===== src/hdl/wbse_pkg.sv =====
// shared types and constants of the window blur and sobel edge block
`timescale 1ns / 1ps

package wbse_pkg;

    localparam int MAX_WIDTH_DEF  = 512;
    localparam int MAX_HEIGHT_DEF = 512;
    localparam int MIN_SIZE       = 3;

    localparam int PIX_W = 12;
    localparam int CH_W  = 4;
    localparam int CFG_W = 10;
    localparam int THR_W = 7;
    localparam int IDX_W = 2;
    localparam int SUM_W = 8;
    localparam int MAG_W = 7;

    localparam logic [IDX_W-1:0] REG_FILTER_MODE    = 2'd0;
    localparam logic [IDX_W-1:0] REG_EDGE_THRESHOLD = 2'd1;
    localparam logic [IDX_W-1:0] REG_FRAME_WIDTH    = 2'd2;
    localparam logic [IDX_W-1:0] REG_FRAME_HEIGHT   = 2'd3;

    localparam logic MODE_BLUR = 1'b0;
    localparam logic MODE_EDGE = 1'b1;

    localparam logic             RST_FILTER_MODE    = MODE_EDGE;
    localparam logic [THR_W-1:0] RST_EDGE_THRESHOLD = 7'd18;
    localparam logic [CFG_W-1:0] RST_FRAME_WIDTH    = 10'd320;
    localparam logic [CFG_W-1:0] RST_FRAME_HEIGHT   = 10'd240;

    // 16-bit fixed point luma weights, they add up to 65536
    localparam int GREY_R = 19595;
    localparam int GREY_G = 38470;
    localparam int GREY_B = 7471;

    // x/9 as (x*57)>>9, exact for x up to 135
    localparam int DIV9_MUL = 57;

    localparam logic [PIX_W-1:0] WHITE = 12'hfff;
    localparam logic [PIX_W-1:0] BLACK = 12'h000;

    typedef struct packed {
        logic             filter_mode;
        logic [THR_W-1:0] edge_threshold;
        logic [CFG_W-1:0] frame_width;
        logic [CFG_W-1:0] frame_height;
    } cfg_t;

    typedef struct packed {
        logic             valid;
        logic             emit;
        logic             last;
        logic [PIX_W-1:0] top;
        logic [PIX_W-1:0] mid;
        logic [PIX_W-1:0] pix;
    } line_item_t;

    typedef struct packed {
        logic             valid;
        logic             last;
        logic [SUM_W-1:0] sum_r;
        logic [SUM_W-1:0] sum_g;
        logic [SUM_W-1:0] sum_b;
        logic [MAG_W-1:0] mag;
    } filt_item_t;

endpackage


===== src/hdl/wbse_window.sv =====
// 3x3 window with grey values, channel sums and sobel magnitude stage
`timescale 1ns / 1ps

module wbse_window (
    input  logic                 clk,
    input  logic                 rst_n,
    input  logic                 adv,
    input  wbse_pkg::line_item_t s1_item,
    output wbse_pkg::filt_item_t s3_item
);

    logic [wbse_pkg::PIX_W-1:0] pix_win_reg  [9];
    logic [wbse_pkg::CH_W-1:0]  grey_win_reg [9];
    logic                       s2_valid_reg;
    logic                       s2_last_reg;
    logic signed [6:0]          q [9];
    logic signed [6:0]          gx;
    logic signed [6:0]          gy;
    logic signed [6:0]          gx_abs;
    logic signed [6:0]          gy_abs;
    logic [wbse_pkg::SUM_W-1:0] sum_r;
    logic [wbse_pkg::SUM_W-1:0] sum_g;
    logic [wbse_pkg::SUM_W-1:0] sum_b;
    logic [wbse_pkg::MAG_W-1:0] mag;
    wbse_pkg::filt_item_t       s3_reg;

    function automatic logic [wbse_pkg::CH_W-1:0] grey_of(input logic [wbse_pkg::PIX_W-1:0] p);
        logic [19:0] acc;
        acc = 20'(wbse_pkg::GREY_R) * 20'(p[11:8]) + 20'(wbse_pkg::GREY_G) * 20'(p[7:4])
            + 20'(wbse_pkg::GREY_B) * 20'(p[3:0]);
        return acc[19:16];
    endfunction

    always_ff @(posedge clk or negedge rst_n)
    begin
        if (!rst_n)
        begin
            for (int i = 0; i < 9; i++)
            begin
                pix_win_reg[i]  <= '0;
                grey_win_reg[i] <= '0;
            end
            s2_valid_reg <= 1'b0;
            s2_last_reg  <= 1'b0;
        end
        else if (adv)
        begin
            if (s1_item.valid)
            begin
                for (int k = 0; k < 3; k++)
                begin
                    pix_win_reg[3*k]      <= pix_win_reg[3*k+1];
                    pix_win_reg[3*k+1]    <= pix_win_reg[3*k+2];
                    grey_win_reg[3*k]     <= grey_win_reg[3*k+1];
                    grey_win_reg[3*k+1]   <= grey_win_reg[3*k+2];
                end
                pix_win_reg[2]  <= s1_item.top;
                pix_win_reg[5]  <= s1_item.mid;
                pix_win_reg[8]  <= s1_item.pix;
                grey_win_reg[2] <= grey_of(s1_item.top);
                grey_win_reg[5] <= grey_of(s1_item.mid);
                grey_win_reg[8] <= grey_of(s1_item.pix);
            end
            s2_valid_reg <= s1_item.valid && s1_item.emit;
            s2_last_reg  <= s1_item.last;
        end
    end

    always_comb
    begin
        sum_r = '0;
        sum_g = '0;
        sum_b = '0;
        for (int i = 0; i < 9; i++)
        begin
            sum_r = sum_r + wbse_pkg::SUM_W'(pix_win_reg[i][11:8]);
            sum_g = sum_g + wbse_pkg::SUM_W'(pix_win_reg[i][7:4]);
            sum_b = sum_b + wbse_pkg::SUM_W'(pix_win_reg[i][3:0]);
            q[i]  = $signed({3'b000, grey_win_reg[i]});
        end
        gx     = (q[0] - q[2]) + ((q[3] - q[5]) <<< 1) + (q[6] - q[8]);
        gy     = (q[0] + (q[1] <<< 1) + q[2]) - (q[6] + (q[7] <<< 1) + q[8]);
        gx_abs = gx[6] ? -gx : gx;
        gy_abs = gy[6] ? -gy : gy;
        mag    = {1'b0, gx_abs[5:0]} + {1'b0, gy_abs[5:0]};
    end

    always_ff @(posedge clk or negedge rst_n)
    begin
        if (!rst_n)
        begin
            s3_reg <= '0;
        end
        else if (adv)
        begin
            s3_reg.valid <= s2_valid_reg;
            s3_reg.last  <= s2_last_reg;
            s3_reg.sum_r <= sum_r;
            s3_reg.sum_g <= sum_g;
            s3_reg.sum_b <= sum_b;
            s3_reg.mag   <= mag;
        end
    end

    assign s3_item = s3_reg;

endmodule


===== config.mk =====
export PLATFORM = sky130hd
export DESIGN_NAME = wbse_window
export DESIGN_NICKNAME = d
export VERILOG_FILES = /design/src/hdl/wbse_pkg.sv /design/src/hdl/wbse_window.sv
export SDC_FILE = /design/constraint.sdc
export NUM_CORES = 1
export LEC_CHECK = 0
export BUFFER_PORTS_ARGS = -buffer_cell sky130_fd_sc_hd__buf_2
export CAP_MARGIN = 20
export CORE_MARGIN = 4
export CORE_UTILIZATION = 58
export DETAILED_ROUTE_END_ITERATION = 16
export PLACE_DENSITY = 0.78
export SETUP_SLACK_MARGIN = 0.3
export SLEW_MARGIN = 20
export SYNTH_ARGS = -nofsm -noshare
export SYNTH_HDL_FRONTEND = slang
export SYNTH_SLANG_ARGS = --single-unit

===== constraint.sdc =====
create_clock -name clk -period 4.35 [get_ports clk]
set_clock_uncertainty 0.2 [all_clocks]
set_input_delay 0.2175 -clock clk [delete_from_list [all_inputs] [get_ports clk]]
set_output_delay 0.2175 -clock clk [all_outputs]
set_load 0.01 [all_outputs]

==> results.md <==
- Compound-Gate Fraction of Synth Area: 0.07829
- Reg2Reg Depth: 17
- Rel. slew slack: 0.4174
- Cell Area, Synth: 0.01848 mm2
- Area growth, synth to finish: 25.61%
- CTS buffer count: 17
- RePlAce Congestion: 0.9314
- Final Max Tran Viols: 0
- Antenna violations before repair: 0
- Final worst slack: -0.6182 ns
- Die ar.: 0.03477 mm2
- Mux share of post-synthesis cell area: 0.08134
- Root Buffer: clkbuf_16
- CP Launch Type: input port
- Final hold viol count: 0
- Final Cell Area: 0.02321 mm2
- HP Class: input port to asynchronous set/reset pin
- Largest net degree at the start of global routing: 122
- Worst Path Required: 4.51 ns
- Failing checks: negative setup slack
- First-pass GRT wire length: 70880 um
- Overall routed net length: 42840 um
- Post-synthesis xor/xnor area fraction: 0.04104
- Worst-skew pair later-pin latency: 0.44 ns
- Yosys reg bits: 179
- Worst setup path class: input port to register
- Ys async rst share: 1.000
- Total congestion overflow: 0
- Max reg flops: 108
- Post-Layout Cell Count: 2404
- FP Rows: 65
- Post-layout util: 0.7373
- Period utilisation layout: 1.142
- Post-route DRC: 0
- Reg2Reg Setup Slack: -0.39 ns
- Initial core utilization: 0.5870
- Overall die height: 186.5 um
- Simple-gate share of the synthesized area: 0.04111
- Routed wire length per instance: 17.82 um
- Arrival time of the worst setup path: 5.13 ns
- Slew @ Worst Pin: 0.8739 ns
- Port buffer count: 74
- Core box area: 0.03147 mm2
- Vias in the first global route: 14.73k
- Number of fill cells: 1955
- R2r startpoint: grey_win_reg[26]
- I/O pin total: 75
- Placed cell areas: 0.02144 mm2
- Initial DRT Pass Iterations: 5
- Largest family of logic cells by synthesized area: adder cells
- DR vias: 13.08k
- Layout cells sized above 1: 0.3452
- Max cap viols: 0
- Final setup fails: 17
- CTS tree: built
- Antenna-violating nets left: 0
- Synth Area per Inst: 11.24 um2
- Setup crit end kind: register
- Clock period minus worst slack: 4.968 ns
- Die Wd: 186.5 um
- # clock sinks: 179
- GRT Overall Usage: 0.2485
- RSZ-0062 raised after global routing: yes
- Detailed Place HPWL: 33190 um
- Critical R2R Capture: s3_item[5]
- Synth Flop Type: dfrtp_1
- Post-Syn Nets: 2201
- Maximum clock path buffer count: 2
- Layout Nets: 2550
- Vias per inst: 5.439
- Status: complete, but fails checks
- CTS H-tree depth: 4
- EDFF count, synth: 0
- Setup TNS: -6.924 ns
- Worst-path clk slew: 0.07 ns
- Dpl cells: 2326
- F_max: 201.3 MHz
- Seq/Total Area, Yosys: 0.2424
- N_diodes: 0
- Yosys warning count: 0
- Synth Area in Adders: 0.4443
- Post-synthesis cell type count: 61
- DR iter-0 viols: 603
- Crit Path Max Fanout: 4
- Mapped Cells: 1644
cell usage after synthesis, types with 9 or more instances:
library cell / number / area, um2
mux2_2: 129 / 1453
dfrtp_1: 179 / 4479
a21o_1: 34 / 255.2
fa_1: 235 / 4705
nand4_1: 9 / 56.30
nor2b_1: 12 / 75.07
nor3_1: 9 / 45.04
a31oi_1: 11 / 68.82
inv_1: 324 / 1216
clkbuf_1: 26 / 97.59
nand2_1: 64 / 240.2
ha_1: 280 / 3503
a21oi_1: 51 / 255.2
nor2_1: 31 / 116.4
xor2_1: 29 / 254.0
o21ai_0: 62 / 310.3
xnor2_1: 55 / 481.7
logic make-up after synthesis:
kind of cell / Yosys count
adders and majority gates: 515
and+or+nand+nor: 160
AOI/OAI and AO/OA: 219
DFF: 179
xor gates and xnor gates: 85
muxes: 134
buffers and inverters: 352
area by class of cell:
cell class,instances,area (um2),area share
clock buffer,18,429.2,0.01849
clock inverter,10,150.1,0.006470
inverter,324,1244,0.05359
multi-input combinational,1113,13730,0.5917
sequential,179,4489,0.1935
tap,402,503.0,0.02167
timing repair buffer,358,2659,0.1146
critical path, stage by stage:
cell	delay (ns)
buf_8	0.09
inv_4	0.03
ha_4	0.26
inv_4	0.04
ha_4	0.15
ha_4	0.15
a21o_1	0.18
a21oi_2	0.16
nor3b_2	0.07
o21ai_1	0.18
nand2b_1	0.09
xor2_1	0.15
ha_1	0.33
ha_4	0.27
inv_2	0.03
fa_1	0.46
fa_1	0.53
inv_2	0.05
ha_4	0.21
and3_4	0.17
a221o_1	0.35
a2111oi_4	0.31
a21bo_2	0.26
a311oi_2	0.12
xnor2_1	0.14
o21ai_1	0.15
layer usage:
metal,vias to the layer above,GRT usage,routed length [um]
met2,291,0.4488,22630
met4,0,0.08760,1281
li1,6102,-,-
met5,-,0,0
met1,6586,0.3051,17530
met3,96,0.03797,1394
metrics by stage:
step	worst slack [ns]	hold slack, ns
2_1_floorplan	-0.9177	-0.2781
3_3_place_gp	-1.107	0.2024
3_5_place_dp	-1.284	0.2138
4_1_cts	-0.5392	0.002509
5_1_grt	-0.7742	0.01884
6_report	-0.6182	0.02248
what timing repair did:
item,4_1_cts,5_1_grt
setup buffers,26,11
hold buffers,12,0
pin swaps,77,55
setup endpoints to repair,22,26
resized for setup,95,70
endpoints found under the hold margin,129,0
worst max-delay path by stage:
stage                  endpoint        start  cells after the start
6_report       grey_win_reg[15]  s1_item[18]                     26
5_1_grt        grey_win_reg[15]  s1_item[18]                     26
4_1_cts         grey_win_reg[3]   s1_item[6]                     24
3_5_place_dp   grey_win_reg[27]  s1_item[30]                     25
3_3_place_gp   grey_win_reg[15]  s1_item[18]                     26
2_1_floorplan  grey_win_reg[15]  s1_item[18]                     26
layout by cell type, fill, tap and decap left out, types with 6 or more instances in the layout:
| cell type | n |
|---|---|
| o21ai_0 | 52 |
| inv_1 | 293 |
| dlygate4sd3_1 | 12 |
| buf_4 | 263 |
| dfrtp_2 | 8 |
| nor3_1 | 8 |
| mux2_2 | 124 |
| ha_4 | 41 |
| xnor2_1 | 48 |
| buf_6 | 10 |
| a21oi_1 | 32 |
| xor2_1 | 23 |
| nand2_1 | 61 |
| nand4_1 | 9 |
| nor2_1 | 27 |
| dfrtp_1 | 171 |
| ha_2 | 15 |
| fa_2 | 15 |
| a31oi_1 | 8 |
| inv_4 | 6 |
| a21oi_2 | 17 |
| fa_1 | 220 |
| nand2b_1 | 8 |
| nand3_1 | 6 |
| nor2b_1 | 8 |
| ha_1 | 224 |
| inv_2 | 24 |
| clkbuf_16 | 17 |
| a21o_1 | 34 |
| o21ai_1 | 13 |
| buf_2 | 65 |
Power is not shown: default switching activity piles up to over one toggle a cycle in this logic, so the estimate is an artifact.
