===== config.mk =====
export PLATFORM = sky130hd
export DESIGN_NAME = wbse_filter_out_flat
export DESIGN_NICKNAME = d
export VERILOG_FILES = /design/src/hdl/wbse_pkg.sv /design/src/hdl/wbse_stream_if.sv /design/src/hdl/wbse_filter_out.sv /design/src/flat_wrapper.sv
export SDC_FILE = /design/constraint.sdc
export NUM_CORES = 1
export LEC_CHECK = 0
export ABC_AREA = 0
export CAP_MARGIN = 5
export CORE_ASPECT_RATIO = 0.5
export CORE_UTILIZATION = 38
export DETAILED_ROUTE_END_ITERATION = 7
export DONT_BUFFER_PORTS = 1
export HOLD_SLACK_MARGIN = 0.12
export PLACE_DENSITY_LB_ADDON = 0.3
export SYNTH_ARGS = -nofsm -noshare
export SYNTH_HDL_FRONTEND = slang
export SYNTH_SLANG_ARGS = --single-unit

===== constraint.sdc =====
create_clock -name clk -period 3 [get_ports clk]
set_clock_uncertainty 0.15 [all_clocks]
set_input_delay 0.15 -clock clk [delete_from_list [all_inputs] [get_ports clk]]
set_output_delay 0.15 -clock clk [all_outputs]
set_load 0.02 [all_outputs]

===== src/hdl/wbse_pkg.sv =====
// shared types and constants of the window blur and sobel edge block
`timescale 1ns / 1ps

package wbse_pkg;

    localparam int MAX_WIDTH_DEF  = 512;
    localparam int MAX_HEIGHT_DEF = 512;
    localparam int MIN_SIZE       = 3;

    localparam int PIX_W = 12;
    localparam int CH_W  = 4;
    localparam int CFG_W = 10;
    localparam int THR_W = 7;
    localparam int IDX_W = 2;
    localparam int SUM_W = 8;
    localparam int MAG_W = 7;

    localparam logic [IDX_W-1:0] REG_FILTER_MODE    = 2'd0;
    localparam logic [IDX_W-1:0] REG_EDGE_THRESHOLD = 2'd1;
    localparam logic [IDX_W-1:0] REG_FRAME_WIDTH    = 2'd2;
    localparam logic [IDX_W-1:0] REG_FRAME_HEIGHT   = 2'd3;

    localparam logic MODE_BLUR = 1'b0;
    localparam logic MODE_EDGE = 1'b1;

    localparam logic             RST_FILTER_MODE    = MODE_EDGE;
    localparam logic [THR_W-1:0] RST_EDGE_THRESHOLD = 7'd18;
    localparam logic [CFG_W-1:0] RST_FRAME_WIDTH    = 10'd320;
    localparam logic [CFG_W-1:0] RST_FRAME_HEIGHT   = 10'd240;

    // 16-bit fixed point luma weights, they add up to 65536
    localparam int GREY_R = 19595;
    localparam int GREY_G = 38470;
    localparam int GREY_B = 7471;

    // x/9 as (x*57)>>9, exact for x up to 135
    localparam int DIV9_MUL = 57;

    localparam logic [PIX_W-1:0] WHITE = 12'hfff;
    localparam logic [PIX_W-1:0] BLACK = 12'h000;

    typedef struct packed {
        logic             filter_mode;
        logic [THR_W-1:0] edge_threshold;
        logic [CFG_W-1:0] frame_width;
        logic [CFG_W-1:0] frame_height;
    } cfg_t;

    typedef struct packed {
        logic             valid;
        logic             emit;
        logic             last;
        logic [PIX_W-1:0] top;
        logic [PIX_W-1:0] mid;
        logic [PIX_W-1:0] pix;
    } line_item_t;

    typedef struct packed {
        logic             valid;
        logic             last;
        logic [SUM_W-1:0] sum_r;
        logic [SUM_W-1:0] sum_g;
        logic [SUM_W-1:0] sum_b;
        logic [MAG_W-1:0] mag;
    } filt_item_t;

endpackage


===== src/hdl/wbse_stream_if.sv =====


interface wbse_pix_out_if;
    logic                      valid;
    logic                      ready;
    logic [wbse_pkg::PIX_W-1:0] pixel_out;
    logic                      out_last;

    modport source (output valid, output pixel_out, output out_last, input ready);
    modport sink (input valid, input pixel_out, input out_last, output ready);
endinterface


===== src/hdl/wbse_filter_out.sv =====
// blur divide or edge threshold, then output register with skid entry
`timescale 1ns / 1ps

module wbse_filter_out (
    input  logic                 clk,
    input  logic                 rst_n,
    input  wbse_pkg::cfg_t       cfg,
    input  wbse_pkg::filt_item_t s3_item,
    output logic                 adv,
    wbse_pix_out_if.source       pix_out
);

    logic [wbse_pkg::PIX_W-1:0] res;
    logic                       produce;
    logic                       out_valid_reg;
    logic [wbse_pkg::PIX_W-1:0] out_pix_reg;
    logic                       out_last_reg;
    logic                       skid_valid_reg;
    logic [wbse_pkg::PIX_W-1:0] skid_pix_reg;
    logic                       skid_last_reg;

    function automatic logic [wbse_pkg::CH_W-1:0] div9(input logic [wbse_pkg::SUM_W-1:0] s);
        logic [13:0] prod;
        prod = 14'(s) * 14'(wbse_pkg::DIV9_MUL);
        return prod[12:9];
    endfunction

    always_comb
    begin
        if (cfg.filter_mode == wbse_pkg::MODE_EDGE)
        begin
            res = (s3_item.mag < cfg.edge_threshold) ? wbse_pkg::BLACK : wbse_pkg::WHITE;
        end
        else
        begin
            res = {div9(s3_item.sum_r), div9(s3_item.sum_g), div9(s3_item.sum_b)};
        end
    end

    // pipeline moves whenever the skid entry is free
    assign adv     = !skid_valid_reg;
    assign produce = adv && s3_item.valid;

    always_ff @(posedge clk)
    begin
        if (!skid_valid_reg)
        begin
            if (produce && (!out_valid_reg || pix_out.ready))
            begin
                out_pix_reg  <= res;
                out_last_reg <= s3_item.last;
            end
            else if (produce)
            begin
                skid_pix_reg  <= res;
                skid_last_reg <= s3_item.last;
            end
        end
        else if (pix_out.ready)
        begin
            out_pix_reg  <= skid_pix_reg;
            out_last_reg <= skid_last_reg;
        end
    end

    always_ff @(posedge clk or negedge rst_n)
    begin
        if (!rst_n)
        begin
            out_valid_reg  <= 1'b0;
            skid_valid_reg <= 1'b0;
        end
        else if (!skid_valid_reg)
        begin
            if (produce && (!out_valid_reg || pix_out.ready))
            begin
                out_valid_reg <= 1'b1;
            end
            else if (produce)
            begin
                skid_valid_reg <= 1'b1;
            end
            else if (pix_out.ready)
            begin
                out_valid_reg <= 1'b0;
            end
        end
        else if (pix_out.ready)
        begin
            skid_valid_reg <= 1'b0;
        end
    end

    assign pix_out.valid     = out_valid_reg;
    assign pix_out.pixel_out = out_pix_reg;
    assign pix_out.out_last  = out_last_reg;

endmodule


===== src/flat_wrapper.sv =====
// flat-port wrapper written by rule: the top's interface ports become plain ports
module wbse_filter_out_flat 
  (clk, rst_n, cfg, s3_item, adv, pix_out_valid, pix_out_pixel_out, pix_out_out_last, pix_out_ready);
  wbse_pix_out_if pix_out_i ();
  input  logic clk;
  input  logic rst_n;
  input  wbse_pkg::cfg_t cfg;
  input  wbse_pkg::filt_item_t s3_item;
  output logic adv;
  output wire logic [$bits(pix_out_i.valid)-1:0] pix_out_valid;
  output wire logic [$bits(pix_out_i.pixel_out)-1:0] pix_out_pixel_out;
  output wire logic [$bits(pix_out_i.out_last)-1:0] pix_out_out_last;
  input wire logic [$bits(pix_out_i.ready)-1:0] pix_out_ready;
  assign pix_out_valid = pix_out_i.valid;
  assign pix_out_pixel_out = pix_out_i.pixel_out;
  assign pix_out_out_last = pix_out_i.out_last;
  assign pix_out_i.ready = pix_out_ready;
  wbse_filter_out u_core (.clk(clk), .rst_n(rst_n), .cfg(cfg), .s3_item(s3_item), .adv(adv), .pix_out(pix_out_i));
endmodule

==> results of run 1 <==
## kinds of logic (layout without fill, tap and decap cells)
| kind of cell | Yosys count | in the layout | synth area share |
|---|---|---|---|
| xor gates and xnor gates | 12 | 12 | 0.03232 |
| buffers and inverters | 64 | 105 | 0.07181 |
| muxes | 7 | 7 | 0.02047 |
| adders and majority gates | 96 | 96 | 0.4093 |
| DFF | 28 | 28 | 0.2384 |
| and+or+nand+nor | 58 | 58 | 0.08223 |
| AOI/OAI and AO/OA | 67 | 67 | 0.1454 |
## cells in the mapped netlist, drive strengths merged, types with 2 or more instances
cell     number  area share
and3          4      0.0072
a311o         3      0.0097
ha           66        0.24
edfxtp       26        0.22
a32oi         2      0.0050
a21oi         8       0.011
dfrtp         2       0.014
fa           30        0.17
o21ai        16       0.023
a21o          4      0.0086
xor2          6       0.015
buf           5      0.0083
a221o         3      0.0086
nand3        10       0.014
a2bb2oi       7       0.019
o211ai        3      0.0065
nand2        12       0.013
a31oi         3      0.0054
nor2         19       0.020
o31a          2      0.0050
a2111o        2      0.0065
xnor2         6       0.017
a211oi        6       0.014
or3b          2      0.0050
inv          58       0.062
a211o         2      0.0050
a311oi        3      0.0093
mux2i         6       0.017
nor2b         4      0.0072
nor3b         3      0.0065
## how the worst max path moves through the flow
stage	startpoint	end	slack, ns	cells after the start
finish	s3_item[24]	u_core.pix_out.pixel_out[11]	0.09	11
detailed placement	s3_item[24]	u_core.pix_out.pixel_out[11]	-0.23	11
global placement	s3_item[11]	u_core.pix_out.pixel_out[3]	-0.18	11
CTS	s3_item[24]	u_core.pix_out.pixel_out[11]	0.04	11
floorplan	s3_item[27]	u_core.pix_out.pixel_out[11]	-0.11	11
global route	s3_item[24]	u_core.pix_out.pixel_out[11]	-0.04	11
## routing by layer
metal  GRT usage  up-vias  routed length, um
li1            -     1257                  -
met1      0.2195     1194               3516
met2      0.2697       41               3372
met3     0.01681        2                319
met4     0.01832        0                 21
met5           0        -                  0
## power by group
| part | internal [uW] | total (uW) | leakage [uW] | switching, uW |
|---|---|---|---|---|
| registers | 524 | 602 | 0.000270 | 78.2 |
| clock network | 265 | 387 | 0.0000511 | 122 |
| logic | 761 | 1440 | 0.00167 | 684 |
## cells in the final DEF (no fill, tap or decap), types with 3 or more instances in the layout
cell,count
ha_4,16
inv_8,3
mux2i_1,6
o21ai_0,8
dlygate4sd3_1,7
nor2_1,19
xor2_1,6
edfxtp_1,26
ha_1,49
a211oi_1,4
o21ai_1,5
inv_2,6
a21oi_1,5
fa_1,30
a221o_1,3
o211ai_1,3
buf_4,36
xnor2_1,5
clkbuf_16,3
nor2b_1,4
nand3_1,7
nand3_2,3
a21o_1,4
a311o_2,3
o21ai_2,3
a2bb2oi_1,6
nor3b_1,3
inv_1,49
nand2_1,12
## worst max-delay path, cell delays in order
cell,delay [ns]
inv_1,0.03
fa_1,0.53
inv_1,0.06
fa_1,0.46
ha_1,0.29
ha_1,0.30
nand3_2,0.09
o21ai_2,0.07
a311o_2,0.35
xnor2_1,0.15
a221o_1,0.29
## metrics by stage
stage          setup WS [ns]  cells  area [um2]  hold slack, ns
2_1_floorplan        -0.1067    332        3742         -0.2956
3_3_place_gp         -0.1798    479        4133         -0.2956
3_5_place_dp         -0.2318    479        4133         -0.2956
4_1_cts              0.04421    490        4308          0.1224
5_1_grt             -0.03678    490        4342          0.1475
6_report             0.08788    490        4342          0.1160
## layout make-up
class,count,area [um2]
fillers,810,4457
repair buffers,43,340.3
well taps,117,146.4
multi-input cells,240,2679
flip-flops and latches,28,830.8
clock inverters,1,30.03
clock buffers,3,75.07
inverters,58,240.2
## repair_timing
action | CTS | global route
endpoints found under the hold margin | 16 | 0
buffers inserted | 0 | 0
endpoints found under the setup margin | 0 | 6
gates resized for setup | 0 | 6
hold buffers | 7 | 0
==> qor.txt, run 1 <==
Starting density of the core: 0.3960
Min Tclk post-route: 2.912 ns
First-pass GRT wire length: 12080 um
Clock tree buffer depth: 2
Vias: 2494
Worst-path clk slew: 0.07 ns
Clk sink count: 28
WL/cell: 14.76 um
Final hold vios: 0
Largest net degree at the start of global routing: 20
Post-route DRC violation count: 0
CTS tree: done
RSZ-0062 raised after global routing: true
Share of layout cells above drive strength 1: 0.2359
Relative slew slack: 0.6113
Origin of the critical flop-to-flop path: u_core.skid_valid_reg
Max-cap viol count: 0
Gp weighted congestion: 0.8101
Leakage: 0.001986 uW
Fraction of registers with async set/reset: 0.07143
PD cells: 560.6 nW/um2
Via density: 5.090
CP Launch Type: primary input
Mapped Cells: 332
Antenna Cells: 0
Clk root buf: clkbuf_16
Die Y: 69.72 um
Arrival @ worst endpoint: 2.78 ns
Worst VDD drop: 0.0002712 V
Final Power: 2434 uW
Period utilisation layout: 0.9707
Number of DRC markers in iteration 0: 71
Final setup TNS: 0 ns
Min-delay src: cfg[27]
Drt pass-1 iters: 4
Worst skew pair latency: 0.26 ns
#FFs+latches synth: 28
Number of synthesis warnings: 0
Post-layout util: 0.4935
Max Fclk: 343.4 MHz
Cell Area, Synth: 3485 um2
Top FF cell, synth: edfxtp_1
Worst Setup End Kind: register
Setup violations, final: 0
Critical path class: primary input to register
I/O pin count: 79
Crit-path max FO: 3
Avg Inst Size Synth: 10.50 um2
R2R Setup Slk: 0.88 ns
Sequential area share after synthesis: 0.2384
Final Max Slew Viols: 0
Outcome: finished clean
CTS Buf Count: 3
Layout area overhead: 24.60%
DRT Wirelength: 7230 um
Die span in x: 137.4 um
Initial antenna violation count: 0
Hold WC Path Type: primary input to register
Critical path required time: 2.86 ns
Hold path cells: 3
Port bufs: 0
Reg2reg end: u_core.pix_out.pixel_out[6]
Die area: 9581 um2
Nets@finish: 534
Detail Placement HPWL: 6195 um
Syn_nets: 492
Post-DRT Antenna Nets: 0
FF-to-FF path depth: 3
Netlist cell types: 46
H-tree depth: 1
Worst-Margin Slew: 0.5831 ns
Vias in the first global route: 2565
Post-synth EDFFs: 26
Core area: 8798 um2
FP Rows: 24
Total Routing Usage GR: 0.1577
Congestion Overflow GR: 0
Hold path endpoint: u_core.skid_pix_reg[4]
No activity file was read; power rests on OpenSTA's default activity.
==> run 2, diff against run 1 <==
--- a/config.mk
+++ b/config.mk
@@ -7,12 +7,14 @@
 export LEC_CHECK = 0
 export ABC_AREA = 0
 export CAP_MARGIN = 5
+export CELL_PAD_IN_SITES_DETAIL_PLACEMENT = 0
+export CELL_PAD_IN_SITES_GLOBAL_PLACEMENT = 1
 export CORE_ASPECT_RATIO = 0.5
 export CORE_UTILIZATION = 38
 export DETAILED_ROUTE_END_ITERATION = 7
 export DONT_BUFFER_PORTS = 1
 export HOLD_SLACK_MARGIN = 0.12
-export PLACE_DENSITY_LB_ADDON = 0.3
+export PLACE_DENSITY_LB_ADDON = 0.25
 export SYNTH_ARGS = -nofsm -noshare
 export SYNTH_HDL_FRONTEND = slang
 export SYNTH_SLANG_ARGS = --single-unit
==> constraint.sdc (replaced) <==
create_clock -name clk -period 3 [get_ports clk]
set_clock_uncertainty 0.15 [all_clocks]
set_input_delay 0.6 -clock clk [delete_from_list [all_inputs] [get_ports clk]]
set_output_delay 0.6 -clock clk [all_outputs]
set_load 0.02 [all_outputs]
==> run 2 against run 1 <==
The run now ends with negative setup slack left. Final area is 12% higher. Via count is 3.6% higher. Utilization is 5.7 points higher. Combinational power is 34% higher. Power is 20% higher. Critical path type unchanged.
==> qor.txt, run 2 (same netlist as run 1, synthesis figures left out) <==
Outcome: complete, but fails checks
Violated checks: negative setup slack
Setup violations, final: 24 (+24)
Crit-path max FO: 4 (+1)
FP Rows: 24 (unchanged)
Period utilisation layout: 1.138 (+0.1670)
Vias: 2584 (+3.6%)
Crit-path cells: inv_8 > fa_1 > inv_2 > fa_2 > ha_4 > ha_4 > a21oi_4 > o21ai_4 > a311o_2 > xnor2_2 > a221o_1
Clock tree buffer depth: 2 (unchanged)
Worst VDD drop: 0.0002161 V (-20%)
Congestion Overflow GR: 0 (unchanged)
Hold path endpoint: u_core.skid_valid_reg
Post-DRT Antenna Nets: 0 (unchanged)
Clk sink count: 28 (unchanged)
R2R Setup Slk: 1.06 ns (+0.18 ns)
Most common cell after layout, fill and taps aside: inv_1
Final Max Slew Viols: 0 (unchanged)
Detail Placement HPWL: 6191 um (about the same)
Worst setup margin: -0.4132 ns (-0.5011 ns)
Post-layout util: 0.5509 (+0.05745)
Layout area overhead: 39.10%
Die Y: 69.72 um (unchanged)
Critical path required time: 2.86 ns (about the same)
RSZ-0062 raised after global routing: true
Nets@finish: 539 (+0.94%)
Leakage: 0.002040 uW (+2.7%)
Final Power: 2919 uW (+20%)
I/O pin count: 79 (unchanged)
Initial antenna violation count: 0 (unchanged)
Die span in x: 137.4 um (unchanged)
H-tree depth: 1 (unchanged)
Min Tclk post-route: 3.413 ns (+0.5011 ns)
Min-delay src: pix_out_ready
Worst hold slack: 0.2445 ns (+0.1285 ns)
CP Launch Type: primary input
WL/cell: 15.67 um (+6.2%)
Place WS: -0.7104 ns (-0.4786 ns)
Vias in the first global route: 2752 (+7.3%)
FF-to-FF path depth: 3 (unchanged)
Core area: 8798 um2 (unchanged)
Clk root buf: clkbuf_16
First-pass GRT wire length: 12580 um (+4.1%)
Die area: 9581 um2 (unchanged)
Reg2reg end: u_core.pix_out.pixel_out[6]
Gp weighted congestion: 0.8130 (+0.36%)
Slowest CP cell: fa_2
Number of DRC markers in iteration 0: 46 (-35%)
Starting density of the core: 0.3960 (unchanged)
Final hold vios: 0 (unchanged)
Placed cells: 481 (+0.42%)
CP dominant cell by count: ha_4
Worst Setup End Kind: register
Largest net degree at the start of global routing: 27 (+35%)
Drt pass-1 iters: 4 (unchanged)
Critical path class: primary input to register
Slowest stage delay, CP: 0.55 ns (+0.02 ns)
Hold WC Path Type: primary input to register
Max-cap viol count: 0 (unchanged)
Via density: 5.220 (+2.6%)
Total Routing Usage GR: 0.1639 (+0.006259)
Share of layout cells above drive strength 1: 0.3836 (+0.1477)
CTS tree: done
Origin of the critical flop-to-flop path: u_core.skid_valid_reg
Hold path cells: 1 (-2)
Port bufs: 0 (unchanged)
CTS Buf Count: 3 (unchanged)
PD cells: 602.2 nW/um2 (+7.4%)
DRT Wirelength: 7757 um (+7.3%)
Max Fclk: 293.0 MHz (-15%)
Post-route DRC violation count: 0 (unchanged)
Non-Filler Instances: 495 (+1.0%)
Commonest non-fill, non-tap cells in the layout: 42 x inv_1, 36 x ha_1, 35 x buf_4
Worst-Margin Slew: 0.6008 ns (+0.01769 ns)
Worst skew pair latency: 0.26 ns (about the same)
Worst-path clk slew: 0.07 ns (about the same)
Antenna Cells: 0 (unchanged)
Arrival @ worst endpoint: 3.27 ns (+0.49 ns)
Relative slew slack: 0.5995 (-0.01180)
-- run 2: changes by cell type in the layout (fill, tap and decap cells not counted), sizes merged --
cell	delta
dlygate4sd3	-6
buf	+11
-- run 2: per-stage QoR --
step                instance area, um2  TNS [ns]
floorplan                         3832    -6.861
global placement                  4238    -10.91
detailed placement                4238    -11.75
CTS                               4546    -5.148
global route                      4847    -7.179
finish                            4847    -5.201
-- run 2: worst max path at each step --
stage	start	slack [ns]	end
after floorplan	s3_item[27]	-0.56	u_core.pix_out.pixel_out[11]
after global placement	s3_item[24]	-0.63	u_core.pix_out.pixel_out[11]
after detailed placement	s3_item[9]	-0.71	u_core.pix_out.pixel_out[3]
after CTS	s3_item[9]	-0.42	u_core.pix_out.pixel_out[3]
after global routing	s3_item[11]	-0.47	u_core.pix_out.pixel_out[3]
final	s3_item[11]	-0.41	u_core.pix_out.pixel_out[3]
-- run 2: layout make-up --
type / count / area (um2)
Sequential cell: 28 / 830.8
Timing Repair Buffer: 48 / 407.9
Fill cell: 753 / 3951
Clock buffer: 3 / 75.07
Inverter: 58 / 265.3
Clock inverter: 1 / 30.03
Multi-Input combinational cell: 240 / 3092
Tap cell: 117 / 146.4
-- run 2: power by group --
part | internal (uW) | leakage [uW] | switching (uW)
registers | 524 | 0.000270 | 70.3
clock network | 266 | 0.0000511 | 128
logic | 1030 | 0.00172 | 896
-- run 2: repair_timing --
item                                    4_1_cts  5_1_grt
endpoints found under the setup margin       24       24
pin swaps                                    30       21
hold endpoints to repair                      2        0
gates resized for setup                      32       45
buffers inserted                              5        5
gates cloned                                  0        0
hold buffers                                  1        0
-- run 2: critical path: cells and delay by family --
family | cells | cell delay, ns
fa+ha+maj | 4 | 1.52
xor+xnor | 1 | 0.16
compound gates | 4 | 0.93
buf+inv | 2 | 0.05
-- run 2: layer usage --
layer	up-vias	share of wire	routed length (um)	global-route usage
met4	0	0.0053	41	0.03541
met3	4	0.030	229	0.01608
met2	34	0.52	4015	0.2942
met5	-	0	0	0
met1	1282	0.45	3471	0.2116
li1	1264	-	-	-
